`src/hw/rtl/bsme_pkg.sv`:
```
// ----------------------------------------------------------------------------
// bsme_pkg
// Types, codes and defaults for the byte stack machine executor.
// ----------------------------------------------------------------------------
`default_nettype none
package bsme_pkg;

  localparam int PC_W = 21;
  localparam int DATA_MEM_BYTES = 256;
  localparam int STACK_DEPTH_DEF = 65536;
  localparam int CALL_DEPTH_DEF = 8192;
  localparam int CODE_LIMIT_DEF = 1048576;
  localparam logic [31:0] STEPS_RESET = 32'd5000000;

  // configuration register indexes
  localparam logic [7:0] REG_CODE_LENGTH = 8'd0;
  localparam logic [7:0] REG_MAX_STEPS = 8'd1;

  // status codes
  localparam logic [3:0] ST_RUN = 4'd0;
  localparam logic [3:0] ST_HALT = 4'd1;
  localparam logic [3:0] ST_STEPS = 4'd2;
  localparam logic [3:0] ST_PC = 4'd3;
  localparam logic [3:0] ST_OPND = 4'd4;
  localparam logic [3:0] ST_OVF = 4'd5;
  localparam logic [3:0] ST_UNF = 4'd6;
  localparam logic [3:0] ST_COVF = 4'd7;
  localparam logic [3:0] ST_RUNF = 4'd8;
  localparam logic [3:0] ST_INPUT = 4'd9;
  localparam logic [3:0] ST_BADOP = 4'd10;

  // opcodes
  localparam logic [7:0] OP_HALT = 8'd0;
  localparam logic [7:0] OP_PUSH = 8'd1;
  localparam logic [7:0] OP_DROP = 8'd2;
  localparam logic [7:0] OP_ADD = 8'd3;
  localparam logic [7:0] OP_SUB = 8'd4;
  localparam logic [7:0] OP_LOAD = 8'd5;
  localparam logic [7:0] OP_STORE = 8'd6;
  localparam logic [7:0] OP_JMP = 8'd7;
  localparam logic [7:0] OP_BZ = 8'd8;
  localparam logic [7:0] OP_CALL = 8'd9;
  localparam logic [7:0] OP_RET = 8'd10;
  localparam logic [7:0] OP_IN = 8'd11;
  localparam logic [7:0] OP_OUT = 8'd12;
  localparam logic [7:0] OP_DUP = 8'd13;
  localparam logic [7:0] OP_EQ = 8'd14;
  localparam logic [7:0] OP_LT = 8'd15;
  localparam logic [7:0] OP_AND = 8'd16;
  localparam logic [7:0] OP_OR = 8'd17;
  localparam logic [7:0] OP_XOR = 8'd18;
  localparam logic [7:0] OP_DROP2 = 8'd19;

  typedef struct packed {
    logic [7:0] opcode;
    logic [7:0] operand;
    logic [7:0] in_byte;
    logic       in_valid;
  } item_t;

  typedef struct packed {
    logic [3:0]      status;
    logic [PC_W-1:0] next_pc;
    logic            out_valid;
    logic [7:0]      out_byte;
    logic            input_taken;
    logic            stopped;
  } result_t;

endpackage
`default_nettype wire

```
`src/hw/rtl/bsme_out_fifo.sv`:
```
// ----------------------------------------------------------------------------
// bsme_out_fifo
// Two-entry result queue so the executor keeps going while a result waits.
// ----------------------------------------------------------------------------
`default_nettype none
module bsme_out_fifo (
  input  wire               clk,
  input  wire               rst,
  input  wire               wr,
  input  bsme_pkg::result_t din,
  output logic              full,
  output logic              res_valid,
  input  wire               res_stall,
  output bsme_pkg::result_t res
);

  bsme_pkg::result_t q0, q1;
  logic [1:0] cnt;
  logic pop;

  assign pop = (cnt != 2'd0) && !res_stall;
  assign full = (cnt == 2'd2);
  assign res_valid = (cnt != 2'd0);
  assign res = q0;

  always_ff @(posedge clk) begin
    if (rst) begin
      cnt <= 2'd0;
    end else begin
      cnt <= cnt + {1'b0, wr} - {1'b0, pop};
    end
  end

  always_ff @(posedge clk) begin
    if (pop && wr) begin
      if (cnt == 2'd1) begin
        q0 <= din;
      end else begin
        q0 <= q1;
        q1 <= din;
      end
    end else if (pop) begin
      q0 <= q1;
    end else if (wr) begin
      if (cnt == 2'd0) q0 <= din;
      else q1 <= din;
    end
  end

endmodule
`default_nettype wire

```
`config.mk`:
```
export PLATFORM = sky130hd
export DESIGN_NAME = bsme_out_fifo
export DESIGN_NICKNAME = d
export VERILOG_FILES = /design/src/hw/rtl/bsme_pkg.sv /design/src/hw/rtl/bsme_out_fifo.sv
export SDC_FILE = /design/constraint.sdc
export NUM_CORES = 1
export LEC_CHECK = 0
export BUFFER_PORTS_ARGS = -buffer_cell sky130_fd_sc_hd__clkbuf_2
export CAP_MARGIN = 15
export CORE_MARGIN = 1
export CORE_UTILIZATION = 46
export CTS_BUF_LIST = sky130_fd_sc_hd__clkbuf_8
export CTS_CLUSTER_SIZE = 40
export DETAILED_ROUTE_END_ITERATION = 6
export GPL_ROUTABILITY_DRIVEN = 0
export PLACE_DENSITY = 0.71
export SYNTH_ARGS = -nofsm -noshare
export SYNTH_HDL_FRONTEND = slang
export SYNTH_SLANG_ARGS = --single-unit
```
`constraint.sdc`:
```
create_clock -name clk -period 6.1 [get_ports clk]
set_input_delay 0.305 -clock clk [delete_from_list [all_inputs] [get_ports clk]]
set_output_delay 0.305 -clock clk [all_outputs]
set_load 0.01 [all_outputs]
```
# Word-level counts from Yosys, hierarchy flattened
# Cells that the tools add are included.
# totals
register_bits	74
inputBits	40
elab_cells	40
# classes
addsub	2
n_eq_ne	5
muxes	10
n_reduce_logical	10
# op_table
cell	n
two-way mux 36 bit	10
nonzero test 3 bit	2
inequality test 2 bit (second input constant)	2
AND reduction 4 bit	1
nonzero test 2 bit	2
adder 2 x 1 -> 2 bit	1
equality test 2 x 1 -> 1 bit (second input constant)	1
equality test 2 bit (second input constant)	1
logical AND 1 bit	2
zero test 2 bit	1
inequality test 2 x 1 -> 1 bit (second input constant)	1
AND reduction 2 bit	1
subtractor 2 x 1 -> 2 bit	1
zero test 1 bit	1

# Logic depth before layout (Yosys ltp)
# logic_depth
depth_word	5
mapped_depth	8

# Least setup slack after synthesis
# OpenSTA, ideal clock, no wires.
# synth_timing
path_kind	reg-to-reg
start	register cnt[1]
end	register q0, in the netlist res[0] (enable)
setup_ns	0.441
arrival_ns	2.494
t_required_ns	5.659
slack_ns	3.165
stages_incl_launch_ff	3
n_path_buf	0
period_less_slack_ns	2.935
path_cell_list	dfxtp_1 or2_2 a21oi_1
# synth_between
elab_chain_cells	5
# synth_lines
element	line	source
start, declared	bsme_out_fifo.sv:18	logic [1:0] cnt;
start signal, assigned	bsme_out_fifo.sv:30	cnt <= cnt + {1'b0, wr} - {1'b0, pop};
nonzero test 2 bit *	n/a	
named net res_valid	bsme_out_fifo.sv:12	output logic res_valid,
logical AND 1 bit *	bsme_out_fifo.sv:21	assign pop = (cnt != 2'd0) && !res_stall;
logical AND 1 bit	bsme_out_fifo.sv:35	if (pop && wr) begin
nonzero test 3 bit (no line)	n/a	
AND reduction 2 bit (no line) *	n/a	
end signal, assigned	bsme_out_fifo.sv:37	q0 <= din;
end signal, assigned	bsme_out_fifo.sv:39	q0 <= q1;
end signal, assigned	bsme_out_fifo.sv:43	q0 <= q1;
end, declared	bsme_out_fifo.sv:17	bsme_pkg::result_t q0, q1;
# The timed path passes the listed nets; every way through them passes the cells marked *.
# A chain may end at the register's enable or synchronous reset.

# Worst setup path after layout
# layout_timing
start	register cnt[1]
end	register cnt[1]
# layout_between
elab_chain_cells	3
# layout_lines
element	line
parallel branches: the longest is 2 deep, another holds adder 2 x 1 -> 2 bit	n/a
subtractor 2 x 1 -> 2 bit *	bsme_out_fifo.sv:30
# Every way passes the cells marked *.

==> metrics <==
status complete, no violations; Least-Margin Pin Slew 1.04 ns; Placed Cells 280; H-Tree Depth 3; M3 GR Usage 0.0522; commonest non-fill, non-tap cell in the layout clkbuf_2; drt pass-1 iters 4; RSZ-0062 raised after global routing false; number of global-route vias before repair 1397; clk_lat worst skew 0.34 ns; HP Class input port to flip-flop; Max Cap Viol 0; Final HPWL DP 3040 um; Remaining DRCs 0; largest area contributor in the netlist edfxtp_1; Final Hold Viols 0; clock slew at reported path FFs 0.06 ns; CP Launch Type flip-flop; M2 GR Usage 0.230; final setup vio count 0; Via Count 1389; Clock Power Share 0.236; Mapped Avg Cell Area 22.2 sq um; Peak Freq 0.538 GHz; largest net degree at the start of global routing 37; crit path DAT 2.09 ns; sw frac 0.278; DRT iter0 DRCs 98; Crit Path Class flip-flop to flip-flop; Yosys top cell area share 0.744; clk root buf clkbuf_8; clock buffer depth 2; CTS tree built; Final Max Tran Viols 0; sequential power share 0.482; switching power 0.454 mW; Die Y-Extent 81.5 um; Hold Path Origin rst; Distinct cells, synth 16; Most Crowded Layer GR met2; initial antenna violation count 0; CTS Sinks 74; pwr dens 458 nW/um^2; layout cells sized above 1 0.595; routed vias/inst 4.71; Area Growth Syn to Fin 22.7%; # resized after CTS 0; die area 6640 sq um; GRT overflow 0; Cell Area, Synth 2910 sq um; # hold bufs at CTS 0; most frequent cells in the layout 77 x clkbuf_2, 72 x edfxtp_1, 30 x mux2_4; Final ANT Viol Nets 0; logic gate share of total power 0.282; Hold EP cnt[0]$_SDFF_PP0_; Pleak 1.51 nW; hold depth 2; Chip Width 81.5 um; cells after synthesis 131; FF-to-FF path depth 8; Initial Util 0.485; top post-synthesis cells by area edfxtp_1 74%, mux2_4 15%, mux2_2 2.3%, buf_12 2.1%, dfxtp_1 1.4%; Core ar. 5990 sq um; Worst Skew 0.00945 ns; Site Rows 28; Crit path required time 6.33 ns; Slew HR 0.303; Peak VDD IR 0.292 mV; Yosys warning count 0; Detailed Route WL 4530 um; postcts setup bufs 0; first-pass GRT wire length 6940 um; reg-to-reg critical path startpoint cnt[1]$_SDFF_PP0_; Num CTS Buffers 9; met1 Track Usage GR 0.190; min cycle time layout 1.86 ns; crit path max fanout 5; Routed wire per std cell 15.3 um; # nets final 259; Finished Layout Cells 295; Total GRT Usage 0.152; FF-to-FF setup slack 4.24 ns; Synthesized Nets 173; Power Total 1.63 mW; Synth Register Bits 74; CP endpoint kind flip-flop; share of the clock period used by the worst path 0.305; R2R Path End cnt[1]$_SDFF_PP0_; n_diodes 0; Seq/Total Area, Yosys 0.758; IO Pins 78; P_int 1.18 mW; Final TNS setup 0 ns; port bufs 77
-- registers in the layout (all words and copies together) (netlist names) --
register	flops
res	36
q1	36
cnt	2
-- kinds of logic after synthesis --
family | after synthesis | share of synthesized area
AND/OR/NAND/NOR | 8 | 0.0164
AO/OA/AOI/OAI | 3 | 0.00603
adder cells (fa/ha/maj) | 2 | 0.00861
multiplexers | 36 | 0.178
XOR/XNOR | 2 | 0.00603
buffers and inverters | 6 | 0.0271
flip-flops | 74 | 0.758
-- worst max path at each step --
stage / startpoint / end / slack [ns] / cells past startpoint
after floorplan: cnt[1]$_SDFF_PP0_ / res[0]$_DFFE_PP_ / 3.16 / 2
after global placement: cnt[1]$_SDFF_PP0_ / res[14]$_DFFE_PP_ / 4.08 / 2
after detailed placement: cnt[1]$_SDFF_PP0_ / res[5]$_DFFE_PP_ / 4.04 / 2
after CTS: cnt[1]$_SDFF_PP0_ / res[16]$_DFFE_PP_ / 4.04 / 2
after global routing: cnt[1]$_SDFF_PP0_ / cnt[1]$_SDFF_PP0_ / 4.12 / 8
final: cnt[1]$_SDFF_PP0_ / cnt[1]$_SDFF_PP0_ / 4.24 / 8
-- cell type report --
class / count / area (sq um)
multi-input cells: 51 / 656
flip-flops and latches: 74 / 2200
inverters: 2 / 7.51
clock buffers: 9 / 124
clock inverters: 5 / 71.3
well taps: 75 / 93.8
fillers: 457 / 2420
repair buffers: 79 / 413
-- power by group through the flow --
stage                     clock, mW  sequential [mW]  combinational [mW]
after floorplan                   0            0.848               0.270
after global placement            0            0.798               0.443
after detailed placement          0            0.804               0.449
after CTS                     0.395            0.794               0.450
after global routing          0.415            0.801               0.503
final                         0.385            0.788               0.460
-- cells in the mapped netlist --
| cell type | count |
|---|---|
| dfxtp_1 | 2 |
| xor2_1 | 1 |
| nor2_1 | 2 |
| edfxtp_1 | 72 |
| buf_12 | 3 |
| o21bai_1 | 1 |
| ha_1 | 2 |
| or2_2 | 1 |
| mux2_4 | 30 |
| buf_6 | 1 |
| inv_1 | 2 |
| nor2b_1 | 4 |
| a21oi_1 | 2 |
| mux2_2 | 6 |
| and2b_2 | 1 |
| xnor2_1 | 1 |
-- stage by stage --
| step | utilization | setup WS, ns | instance area, sq um | hold WS, ns |
|---|---|---|---|---|
| after CTS | 0.592 | 4.04 | 3550 | 0.128 |
| after global placement | 0.560 | 4.08 | 3350 | 0.481 |
| after detailed placement | 0.560 | 4.04 | 3350 | 0.488 |
| final | 0.595 | 4.24 | 3570 | 0.140 |
| after global routing | 0.595 | 4.12 | 3570 | 0.143 |
| after floorplan | - | 3.16 | 2910 | 0.377 |
-- routing by layer --
| metal | wire [um] | part of all wire | vias to the layer above |
|---|---|---|---|
| met5 | 0 | 0 | - |
| met3 | 213 | 0.047 | 9 |
| li1 | - | - | 676 |
| met4 | 136 | 0.030 | 0 |
| met2 | 2250 | 0.50 | 42 |
| met1 | 1930 | 0.43 | 662 |
-- worst max-delay path, stage by stage (launching register included) --
cell and delay [ns]:
dfxtp_1 0.37, or2_2 0.37, nor2b_1 0.15, ha_1 0.26
inv_1 0.03, ha_1 0.17, xor2_1 0.18, xnor2_1 0.16
nor2_1 0.06
Power figures use the tool's default switching activity.
